**config.mk**
```make
export PLATFORM = sky130hd
export DESIGN_NAME = fspa_ctrl
export DESIGN_NICKNAME = d
export VERILOG_FILES = /design/src/rtl/core/fspa_pkg.sv /design/src/rtl/core/fspa_ctrl.sv
export SDC_FILE = /design/constraint.sdc
export NUM_CORES = 1
export LEC_CHECK = 0
export ABC_CLOCK_PERIOD_IN_PS = 1200
export BUFFER_PORTS_ARGS = -buffer_cell sky130_fd_sc_hd__buf_4
export CAP_MARGIN = 20
export CORE_AREA = 2 2 39 41
export DETAILED_ROUTE_END_ITERATION = 10
export DIE_AREA = 0 0 41 43
export GPL_TIMING_DRIVEN = 0
export MAX_ROUTING_LAYER = met4
export SLEW_MARGIN = 20
export SYNTH_ARGS = -nofsm -noshare
export SYNTH_HDL_FRONTEND = slang
export SYNTH_SLANG_ARGS = --single-unit
```
**constraint.sdc**
```tcl
create_clock -name clk -period 1.2 [get_ports clk]
set_input_delay 0.06 -clock clk [delete_from_list [all_inputs] [get_ports clk]]
set_output_delay 0.06 -clock clk [all_outputs]
set_load 0.005 [all_outputs]
```
**src/rtl/core/fspa_pkg.sv**
```systemverilog
// Shared constants, codes and control types of the fixed slot pool allocator.
// Depends on nothing.
package fspa_pkg;

	localparam int MAX_SLOTS  = 1024;
	localparam int INDEX_BITS = 16;
	localparam int HANDLE_W   = 64;
	localparam int OFF_W      = HANDLE_W - INDEX_BITS;
	localparam int SLOT_W     = $clog2(MAX_SLOTS);
	localparam int CNT_W      = SLOT_W + 1;

	localparam int OP_W       = 2;
	localparam int CPU_W      = 12;
	localparam int STATUS_W   = 2;
	localparam int ROFF_W     = 42;
	localparam int ORDER_W    = 5;
	localparam int REGION_W   = 11;
	localparam int POOL_W     = 16;
	localparam int PROD_W     = CPU_W + REGION_W;

	localparam int CFG_IDX_W  = 2;
	localparam int CFG_DATA_W = 16;

	localparam logic [OP_W-1:0] OP_ALLOC     = 2'd0;
	localparam logic [OP_W-1:0] OP_FREE      = 2'd1;
	localparam logic [OP_W-1:0] OP_TRANSLATE = 2'd2;

	localparam logic [STATUS_W-1:0] ST_OK         = 2'd0;
	localparam logic [STATUS_W-1:0] ST_NO_MEM     = 2'd1;
	localparam logic [STATUS_W-1:0] ST_BAD_FREE   = 2'd2;
	localparam logic [STATUS_W-1:0] ST_WRONG_POOL = 2'd3;

	localparam logic [CFG_IDX_W-1:0] CFG_SLOT_ORDER   = 2'd0;
	localparam logic [CFG_IDX_W-1:0] CFG_REGION_SLOTS = 2'd1;
	localparam logic [CFG_IDX_W-1:0] CFG_POOL_NUMBER  = 2'd2;
	localparam logic [CFG_IDX_W-1:0] CFG_ROBUST       = 2'd3;

	localparam logic [ORDER_W-1:0]  SLOT_ORDER_RST   = 5'd3;
	localparam logic [REGION_W-1:0] REGION_SLOTS_RST = 11'd1024;
	localparam logic [POOL_W-1:0]   POOL_NUMBER_RST  = 16'd1;

	typedef struct packed {
		logic capture;
		logic finish;
		logic clear_step;
	} fspa_cmd_t;

	typedef struct packed {
		logic clear_last;
	} fspa_stat_t;

endpackage

```
**src/rtl/core/fspa_ctrl.sv**
```systemverilog
// Controller of the fixed slot pool allocator: clear pass, accept, finish, result valid.
// Depends on fspa_pkg.
module fspa_ctrl import fspa_pkg::*; (
	input  logic       clk,
	input  logic       arst_n,
	input  logic       req_valid,
	output logic       req_ready,
	output logic       rsp_valid,
	input  logic       rsp_ready,
	input  fspa_stat_t stat,
	output fspa_cmd_t  cmd
);

	localparam logic [1:0] S_CLEAR = 2'd0;
	localparam logic [1:0] S_IDLE  = 2'd1;
	localparam logic [1:0] S_EXEC  = 2'd2;

	logic [1:0] state_q;
	logic [1:0] state_d;
	logic       out_valid_q;

	assign req_ready = (state_q == S_IDLE);
	assign rsp_valid = out_valid_q;

	always_comb begin
		cmd.capture    = (state_q == S_IDLE) && req_valid;
		cmd.finish     = (state_q == S_EXEC) && (!out_valid_q || rsp_ready);
		cmd.clear_step = (state_q == S_CLEAR);
	end

	always_comb begin
		state_d = state_q;
		unique case (state_q)
			S_CLEAR: begin
				if (stat.clear_last) state_d = S_IDLE;
			end
			S_IDLE: begin
				if (req_valid) state_d = S_EXEC;
			end
			S_EXEC: begin
				if (cmd.finish) state_d = S_IDLE;
			end
			default: state_d = S_CLEAR;
		endcase
	end

	always_ff @(posedge clk or negedge arst_n) begin
		if (!arst_n) begin
			state_q     <= S_CLEAR;
			out_valid_q <= 1'b0;
		end else begin
			state_q <= state_d;
			if (cmd.finish) out_valid_q <= 1'b1;
			else if (rsp_ready) out_valid_q <= 1'b0;
		end
	end

endmodule

```
=== After elaboration in Yosys (flattened, before gate mapping) ===
Index checks and enable logic that the tools add are counted.
Widths: inputs -> output; s select.

* RAM bits: 0
* Output and inout port bits: 5
* Logic and storage cells: 20
* Bits in read-only memories: 0
* Bits in latches: 0
* Memories: 0
* Input bits: 5
* Bits in registers: 3

* Bitwise logic cells: 0
* Shift-type cells: 0
* Divide/modulo/power cells: 0
* $mul: 0
* Order comparisons: 0
* Reduce and logical (&&, ||, !) cells: 7
* Add/sub/neg operators: 0
* Mux-type cells: 6
* Equal/unequal tests: 5

{| class="wikitable"
|+ Operator list
! cell !! count
|-
| $mux 2 || 3
|-
| $ne 2x2->1 const B || 3
|-
| $pmux 2 s3 || 1
|-
| $reduce_and 3->1 || 1
|-
| $eq 2x1->1 const B || 1
|-
| $eq 2x2->1 const B || 1
|-
| $logic_and 1x1->1 || 2
|-
| $logic_not 2->1 || 1
|-
| $mux 1 || 2
|-
| $reduce_bool 2->1 || 1
|-
| $logic_not 1->1 || 1
|-
| $logic_or 1x1->1 || 1
|}

=== Depth between registers and ports, before layout ===
Gate-level depths: netlist (run 1).

* Depth after elaboration: 5
* Depth in mapped cells: 2
* Mapped depth without buffers: 2

=== Worst setup path after synthesis (run 1) ===
No wires, ideal clock.

* Path type: reg-to-reg
* From: register state_q[1]
* To: register state_q[1]
* Slack: 0.295 ns
* Data required time: 1.082 ns
* Buffers on the path: 0
* Period minus slack after synthesis: 0.905 ns
* Setup time: 0.118 ns
* Data arrival time: 0.787 ns
* Stages on the path, launching flop included: 3
* Cells stage by stage: dfrtp_1 > and3b_2 > a21o_1

* Cells in the longest elaborated chain, start to end: 4
* Elaborated cells between the ends (all ways): 9
* Those cells by class: eq/ne: 5; mux: 1; reduce/logical: 3

{| class="wikitable"
|+ Ends and longest elaborated chain
! what !! RTL line !! text
|-
| start, declared || fspa_ctrl.sv:18 || <nowiki>logic [1:0] state_q;</nowiki>
|-
| start signal, assigned || fspa_ctrl.sv:52 || <nowiki>state_q <= state_d;</nowiki>
|-
| $eq 2x2->1 || fspa_ctrl.sv:27, fspa_ctrl.sv:33 ||
|-
| $logic_and 1x1->1 || fspa_ctrl.sv:27 || <nowiki>cmd.finish = (state_q == S_EXEC) && (!out_valid_q || rsp_ready);</nowiki>
|-
| $ne 2x2->1 (no source line) || -- ||
|-
| $reduce_and 3->1 (no source line) || -- ||
|}

Several ways; a longest one is shown, not always the timed one.
A chain may end at the register's enable or synchronous reset.

==> results.md, run 1 <==
Status:
- The flow ran to the end, and the final reports show no timing, DRC or antenna violations.

Hold path:
- The path category of the worst min-delay check is input port to register.
- The cell count of the worst hold path is 2.

Die:
- The floorplan step set the die height to 43 um.
- In this run the standard cell core region covers 1384 sq um.
- From left edge to right edge, the die measures 41 um.
- The floorplan die area is 1763 sq um.
- The number of primary I/O pins is 10.
- The initial utilization of the core area, before any placement, comes to 0.1103.
- The floorplan has 14 rows.

STA:
- The final-report hold violation count is 0.
- Setup repair after global routing left no endpoint under its margin.
- Dividing the final minimum period by the clock period gives 0.9249.
- The final critical path time including I/O delays and setup is 1.110 ns.
- The final clock skew is 0.00002877 ns.
- The final-layout worst hold slack is 0.02611 ns.
- Static timing analysis puts the maximum clock frequency at 901.0 MHz.
- The final number of setup-violating endpoints is 0.
- The number of pins exceeding their max-slew limit in the final report is 0.
- At the pin with the least slew margin, the transition time is 0.2215 ns.
- In this run the tightest slew margin relative to its limit is 0.8519.
- Summed over all failing endpoints, the final setup total negative slack is 0 ns.

Clock tree:
- The later pin in the worst-skew pair is clocked with a latency of 0.23 ns.
- After clock tree synthesis, the clock-pin slew on the worst setup and hold paths is 0.04 ns.
- The tree is rooted in a clkbuf_4.
- The number of clock buffers inserted by TritonCTS is 3.
- The longest clock path from root to sink contains 2 buffers.
- CTS built an H-tree with a depth of 1.
- TritonCTS built the clock tree.
- The number of cells upsized or downsized after cts is 0.
- For this design, the sink count on the clock tree is 3.

Worst setup path:
- The number of buffers and inverters on the critical path is 1.
- STA classifies the critical path endpoint as a primary output.
- The family with the most delay on the worst path is flip-flops.
- For this run, the slowest stage of the critical path takes 0.40 ns.
- The worst setup path is of the register to primary output kind.
- The data required time of the worst path is 1.14 ns.
- The worst register-to-register path has a depth of 2.
- The maximum fanout along the worst path is 5.
- At the worst endpoint, the arrival time is 1.05 ns.
- The slowest stage of the critical path is the dfrtp_1 cell.
- The critical path crosses 3 cells after its start point.
- The signal on the critical path passes through nand2b_1, a21oi_1, buf_4.
- The critical path launch point type is a register.

Synth:
- Of the total synthesized cell area, the portion taken by XOR and XNOR cells is 0.
- By count the netlist is led by 3 x dfrtp_1, 3 x inv_1, 2 x nor2_1.
- By area the synthesized netlist is led by dfrtp_1 49%, inv_1 7.4%, and3b_2 6.6%.
- Counting flops with a built-in enable in the synthesized netlist gives 0.
- The cell count after synthesis is 16.
- The arithmetic-cell share of the synthesized area counting full adders, half adders and majority gates is 0.
- Summing every instance area after synthesis gives 152.6 sq um.
- The mux share of post-synthesis cell area is 0.
- The netlist uses 11 different library cells.
- The area share of the largest cell type after synthesis is 0.4918.
- The post-synthesis compound-gate area fraction is 0.2213.
- The dominant combinational cell family by area after synthesis is compound AO/OA/AOI/OAI gates.
- During synthesis, Yosys emitted a total of 0 warnings.
- Dividing the synthesized area by the synthesized cell count gives 9.540 sq um.
- The most used flip-flop cell after synthesis is dfrtp_1.
- The cell taking the most area after synthesis is dfrtp_1.
- The number of nets produced by synthesis is 21.
- In this run, synthesis produced a sequential element count of 3.
- Of the total synthesized cell area, the portion taken by AND, OR, NAND and NOR gates is 0.2131.
- The sequential cell area fraction in the yosys report is 0.4918.
- Of all flip-flops after synthesis, the portion carrying an async set or reset was 1.000.

Cells and area:
- Relative to the synthesized area, the layout overhead comes to 81.15%.
- The register area is 75.07 sq um.
- The count of nets after finishing is 36.
- The number of antenna diodes in the final layout is 0.
- The share of final-layout standard cells stronger than drive strength 1 is 0.4333.
- The post-layout instance count excluding filler cells is 46.
- After filler insertion, the fill cell instance count of the layout stands at 158.
- Summing all multi-input logic gate instances after layout gives 66.31 sq um.

Drt:
- In the routed layout, each cell is associated on average with a via count of 3.391.
- Across all layers, the routed design uses 156 vias.
- In this run the remaining antenna-violating nets after routing total 0.
- The total routed wirelength is 353 um.
- The initial DRC count is 1.
- Before antenna repair, the detailed router went through 2 iterations.
- For this run, design rule violations remaining after detail routing come to 0.
- The average routed wire per standard cell is 7.674 um.

Place:
- The number of cells in the design after placement is 41.
- The quantity of I/O buffers inserted on ports is 9.
- At the end of routability-driven placement, the weighted congestion stood at 0.5236.
- Once detailed placement completed, the half-perimeter wirelength came to 268.5 um.

Global route:
- The wire length of the first global-routing pass is 469 um.
- For this run the aggregate overflow at the end of global routing stands at 0.
- The global-route usage over all layers is 0.04850.
- Entering global routing, the biggest net connects 8 pins.
- The number of global-route vias before repair was 138.
- The initial antenna violation count is 0.

Power:
- The maximum vdd ir drop is 0.3956 mV.
- Summing internal, switching and leakage power gives 0.6178 mW.
- Dividing total power by cell area gives a power density of 2234 nW/um^2.
- The leakage component of the power is 0.1508 nW.

Flow run:
- Max-cap violations in this run came to 0.
[worst paths after layout]
path,slack (ns),start,end
setup / recovery,0.09,state_q[0],cmd[1]
hold / removal,0.03,req_valid,state_q[0]
setup reg to reg,0.25,state_q[1],state_q[1]
hold reg to reg,0.56,rsp_valid,rsp_valid
max in group asynchronous,0.96,arst_n,state_q[1]
min in group asynchronous,0.15,arst_n,state_q[0]
[stage by stage]
| step | util | setup slack, ns | area (sq um) |
|---|---|---|---|
| 4_1_cts | 0.1998 | 0.07681 | 276.5 |
| 3_3_place_gp | 0.1736 | 0.2537 | 240.2 |
| 5_1_grt | 0.1998 | 0.02894 | 276.5 |
| 2_1_floorplan | - | 0.2953 | 152.6 |
| 6_report | 0.1998 | 0.09014 | 276.5 |
| 3_5_place_dp | 0.1736 | 0.2522 | 240.2 |
[routing by layer]
layer | wire length, um | vias to the layer above | GRT usage | part of all wire
li1 | - | 81 | - | -
met1 | 142 | 68 | 0.04545 | 0.40
met2 | 168 | 7 | 0.04688 | 0.48
met3 | 42 | 0 | 0.03141 | 0.12
met4 | 0 | 0 | 0.08000 | 0
met5 | 0 | - | - | 0
[final cells by class]
type	instances	area share
clock buffers	4	0.09502
inverters	3	0.04072
multi-input cells	10	0.2398
flip-flops and latches	3	0.2715
well taps	16	0.07240
repair buffers	10	0.2805
[flip-flops by register name, indices dropped and copies added, names as in the netlist]
| name | count |
|---|---|
| state_q | 2 |
| rsp_valid | 1 |
[cell usage in the layout, fill, tap and decap left out, drive strengths merged]
master	synthesis	routed
nand2b	1	1
o21bai	1	1
buf	0	9
o21ai	1	1
o32ai	1	1
dlygate4sd3	0	1
inv	3	3
a21o	1	1
nor2	2	2
and3b	2	2
a21oi	1	1
clkbuf	0	4
dfrtp	3	3
[where the power goes]
| group | internal, mW | total [mW] | switching (mW) | leakage, nW |
|---|---|---|---|---|
| registers | 0.147 | 0.196 | 0.0499 | 0.0383 |
| clock network | 0.124 | 0.173 | 0.0483 | 0.0150 |
| logic | 0.155 | 0.249 | 0.0937 | 0.0975 |
| total | 0.426 | 0.618 | 0.192 | 0.151 |
[worst register-to-register path, cell delays in order (launching register included)]
cell and delay [ns]:
dfrtp_1 0.42, and3b_2 0.24, a21o_1 0.17
[timing repair]
item	in CTS	in global routing
hold endpoints to repair	3	0
hold buffers	1	0
buffers inserted	0	0
[cells by family (layout without fill, tap and decap cells)]
group	after synthesis	in the layout
AO/OA/AOI/OAI	5	5
AND/OR/NAND/NOR	5	5
flip-flops	3	3
buffers and inverters	3	17
No activity file was read; power rests on OpenSTA's default activity.
==> run 2: changes to the inputs <==
--- a/config.mk
+++ b/config.mk
@@ -5,9 +5,10 @@
 export SDC_FILE = /design/constraint.sdc
 export NUM_CORES = 1
 export LEC_CHECK = 0
+export ABC_AREA = 1
 export ABC_CLOCK_PERIOD_IN_PS = 1200
 export BUFFER_PORTS_ARGS = -buffer_cell sky130_fd_sc_hd__buf_4
-export CAP_MARGIN = 20
+export CAP_MARGIN = 40
 export CORE_AREA = 2 2 39 41
 export DETAILED_ROUTE_END_ITERATION = 10
 export DIE_AREA = 0 0 41 43
==> constraint.sdc (replaced) <==
create_clock -name clk -period 1.2 [get_ports clk]
set_input_delay 0.24 -clock clk [delete_from_list [all_inputs] [get_ports clk]]
set_output_delay 0.24 -clock clk [all_outputs]
set_load 0.005 [all_outputs]
==> run 2 against run 1 <==
Net effect: the run now ends with setup timing left; final cell count rose by 17%; utilization rose by 0.81 points; clock skew barely moved; setup slack got worse by 0.11 ns; sequential cell count did not move; first-iteration DRC count rose to 4.0 times the previous value; critical endpoint unchanged; highest routed layer is now met4.
==> results.md, run 2 <==
Cells and area:
- The multi-input combinational cell area is 55.05 sq um (-17%).
- The register area is 75.07 sq um (unchanged).
- The count of nets after finishing is 44 (+22%).
- The filler cell count was 155 (-1.9%).
- The number of flip-flops in the largest register is 2 (unchanged).
- The area growth from synthesis to layout is 86.99%.
- Leaving out fill and tap cells, the most frequent cells in the layout are 10 x buf_4, 7 x inv_1, 5 x nand2_1.
- The share of final-layout standard cells stronger than drive strength 1 came to 0.3684 (-0.06491).
- The count of inserted antenna diode cells is 0 (unchanged).
- The register with the most flip-flops in the final layout is state_q.
- The cell area after layout is 287.8 sq um (+4.1%).
- The most common library cell in the layout ignoring fill and taps is buf_4.

Drt:
- The total routed wirelength is 329 um (-6.8%).
- The routed via count divided by cell count is 3.407 (+0.47%).
- The number of remaining DRC errors is 0 (unchanged).
- The final antenna-violating net count came to 0 (unchanged).
- The average routed wire per standard cell is 6.093 um (-21%).
- The initial DRC count is 4 (+3).
- The total vias in the final route is 184 (+18%).
- The number of detailed-routing iterations run before antenna repair is 3 (+1).

Global route:
- The largest net degree at the start of global routing came to 5 (-3).
- The total overflow reported by the global router is 0 (unchanged).
- The wire length of the first global-routing pass is 483 um (+3.0%).
- The global-route usage over all layers is 0.05149 (+0.002990).
- The initial antenna violation count came to 0 (unchanged).
- The number of global-route vias before repair was 149 (+8.0%).

Power:
- The leakage component of the power is 0.1636 nW (+8.5%).
- The overall power came to 0.6378 mW (+3.2%).
- The power per cell area is 2216 nW/um^2 (-0.81%).
- The maximum vdd ir drop was 0.3714 mV (-6.1%).

Synth:
- The post-synthesis cell area was 153.9 sq um (+0.82%).
- Among all flip-flop cells after synthesis, the most frequent one is dfrtp_1.
- In the post-synthesis netlist, the biggest area contributors are dfrtp_1 49%, inv_1 17%, nand2_1 12%.
- The number of nets produced by synthesis was 28 (+33%).
- The number of synthesis warnings is 0 (unchanged).
- The cell count after synthesis came to 23 (+7).
- The sequential cell area fraction in the yosys report came to 0.4878 (-0.003998).
- The area share of the largest cell type after synthesis is 0.4878 (-0.003998).
- The count of flip-flops with a built-in enable after synthesis is 0 (unchanged).
- The post-synthesis sequential element count came to 3 (unchanged).
- The cell taking the most area after synthesis is dfrtp_1.
- The number of distinct library cell variants in the gate-level netlist after synthesis is 6 (-5).
- The post-synthesis async set-or-reset flop share is 1.000 (unchanged).
- By instance count, the leading cell after synthesis is inv_1.
- By count the netlist is led by 7 x inv_1, 5 x nand2_1, 5 x nor2_1.
- The synthesized area per cell is 6.691 sq um (-30%).

Flow run:
- The max-cap check violation count is 0 (unchanged).

STA:
- The transition time at the pin with the least slew margin is 0.1422 ns (-0.07927 ns).
- The final-report hold violation count came to 0 (unchanged).
- Setup repair after global routing could not meet its margin everywhere.
- The normalized max-slew margin is 0.9042 (+0.05230).
- The final number of setup-violating endpoints is 3 (+3).
- The post-layout worst setup margin came to -0.02486 ns (-0.1150 ns).
- The final critical path time including I/O delays and setup came to 1.225 ns (+0.1150 ns).
- The number of pins exceeding their max-slew limit in the final report is 0 (unchanged).
- The post-route fraction of the period consumed by the critical path is 1.021 (+0.09583).
- The final clock skew is 0.0004995 ns (+0.0004707 ns).
- The maximum frequency from static timing analysis was 816.4 MHz (-9.4%).
- The setup TNS after final layout is -0.03372 ns (-0.03372 ns).
- The final-layout worst hold slack was 0.2210 ns (+0.1949 ns).

Status:
- The run finished, with violations left.
- The final reports fail on setup timing.

Clock tree:
- The clock transition at the registers of the reported paths was 0.04 ns (about the same).
- The number of H-tree levels is 1 (unchanged).
- The CTS sink count came to 3 (unchanged).
- The CTS tree is built.
- The clock network latency to the later pin of the worst-skew pair was 0.23 ns (about the same).
- The master cell of the clock root buffer is clkbuf_4.
- The maximum count of clock buffers along a single path is 2 (unchanged).
- The number of clock buffers inserted by TritonCTS is 3 (unchanged).

Worst setup path:
- The path type of the worst setup path is register to primary output.
- The signal arrival time at the worst endpoint is 0.98 ns (-0.07 ns).
- The endpoint identified for the worst register-to-register timing path is state_q[0].
- The maximum fanout along the worst path was 4 (-1).
- The data required time of the worst path was 0.96 ns (-0.18 ns).
- The cell count of the worst reg-to-reg path came to 5 (+3).
- STA classifies the critical path endpoint as a primary output.
- In this run the critical register-to-register path is launched from state_q[1].
- The setup slack of the worst register-to-register path was 0.30 ns (+0.05 ns).
- STA classifies the critical path startpoint as a register.

Die:
- The x dimension of the die is 41 um (unchanged).
- The die outline height is 43 um (unchanged).
- The initial core utilization is 0.1112 (+0.0009047).
- The number of primary I/O pins is 10 (unchanged).
- The floorplan die area is 1763 sq um (unchanged).
- The area of the core is 1384 sq um (unchanged).
- The number of cell rows is 14 (unchanged).

Place:
- The half-perimeter wire length after detailed placement is 261.7 um (-2.5%).
- The setup slack after placement was 0.1774 ns (-0.07480 ns).
- The routability-driven placement congestion ratio is 0.5827 (+11%).
- The placed standard-cell area is 241.5 sq um (+0.52%).
- The quantity of I/O buffers inserted on ports is 9 (unchanged).

Hold path:
- The path category of the worst min-delay check is input port to register.
- The destination of the worst hold path is rsp_valid.
- The cell count of the worst hold path was 2 (unchanged).
- The launch point of the worst hold path is rsp_ready.
## run 2: cell families after synthesis
group | count (synthesis) | synth area share
AOI/OAI and AO/OA | 2 | 0.06504
buffers and inverters | 7 | 0.1708
DFF | 3 | 0.4878
and+or+nand+nor | 11 | 0.2764
## run 2: area by class of cell
cell class | count | share of cell area
clock buffer | 4 | 0.09130
inverter | 7 | 0.09130
multi-input combinational | 13 | 0.1913
sequential | 3 | 0.2609
tap | 16 | 0.06957
timing repair buffer | 11 | 0.2957
## run 2: power breakdown
part,switching (mW),internal (mW)
combinational,0.128,0.156
clock,0.0491,0.124
sequential,0.0333,0.147
total,0.210,0.427
## run 2: how the worst max path moves through the flow
stage / startpoint / endpoint / slack (ns) / depth (start not counted)
floorplan: state_q[0] / cmd[1] / 0.30 / 3
global placement: state_q[0] / cmd[1] / 0.18 / 4
finish: state_q[0] / cmd[1] / -0.02 / 4
CTS: state_q[0] / cmd[1] / -0.06 / 4
detailed placement: state_q[0] / cmd[1] / 0.18 / 4
global route: state_q[0] / cmd[1] / -0.1 / 4
## run 2: stage by stage
step / utilization / std cells
floorplan: - / 23
global placement: 0.1745 / 48
detailed placement: 0.1745 / 48
CTS: 0.2007 / 53
global route: 0.2080 / 54
finish: 0.2080 / 54
## run 2: routing by layer
layer / part of all wire / track usage / vias up
li1: - / - / 95
met1: 0.37 / 0.03226 / 81
met2: 0.48 / 0.05938 / 6
met3: 0.085 / 0.03141 / 2
met4: 0.058 / 0.1000 / 0
met5: 0 / - / -
## run 2: repair_timing
action                     in CTS  in global routing
hold buffers                    1                  0
hold endpoints to repair        3                  0
buffers inserted                0                  1
resized for setup               0                  1
pin swaps                       1                  0
setup endpoints to repair       2                  4
## run 2: critical path, stage by stage, from the launching register on
cell	delay, ns
dfrtp_1	0.40
nor2_2	0.11
inv_1	0.05
nor2_1	0.08
buf_4	0.11
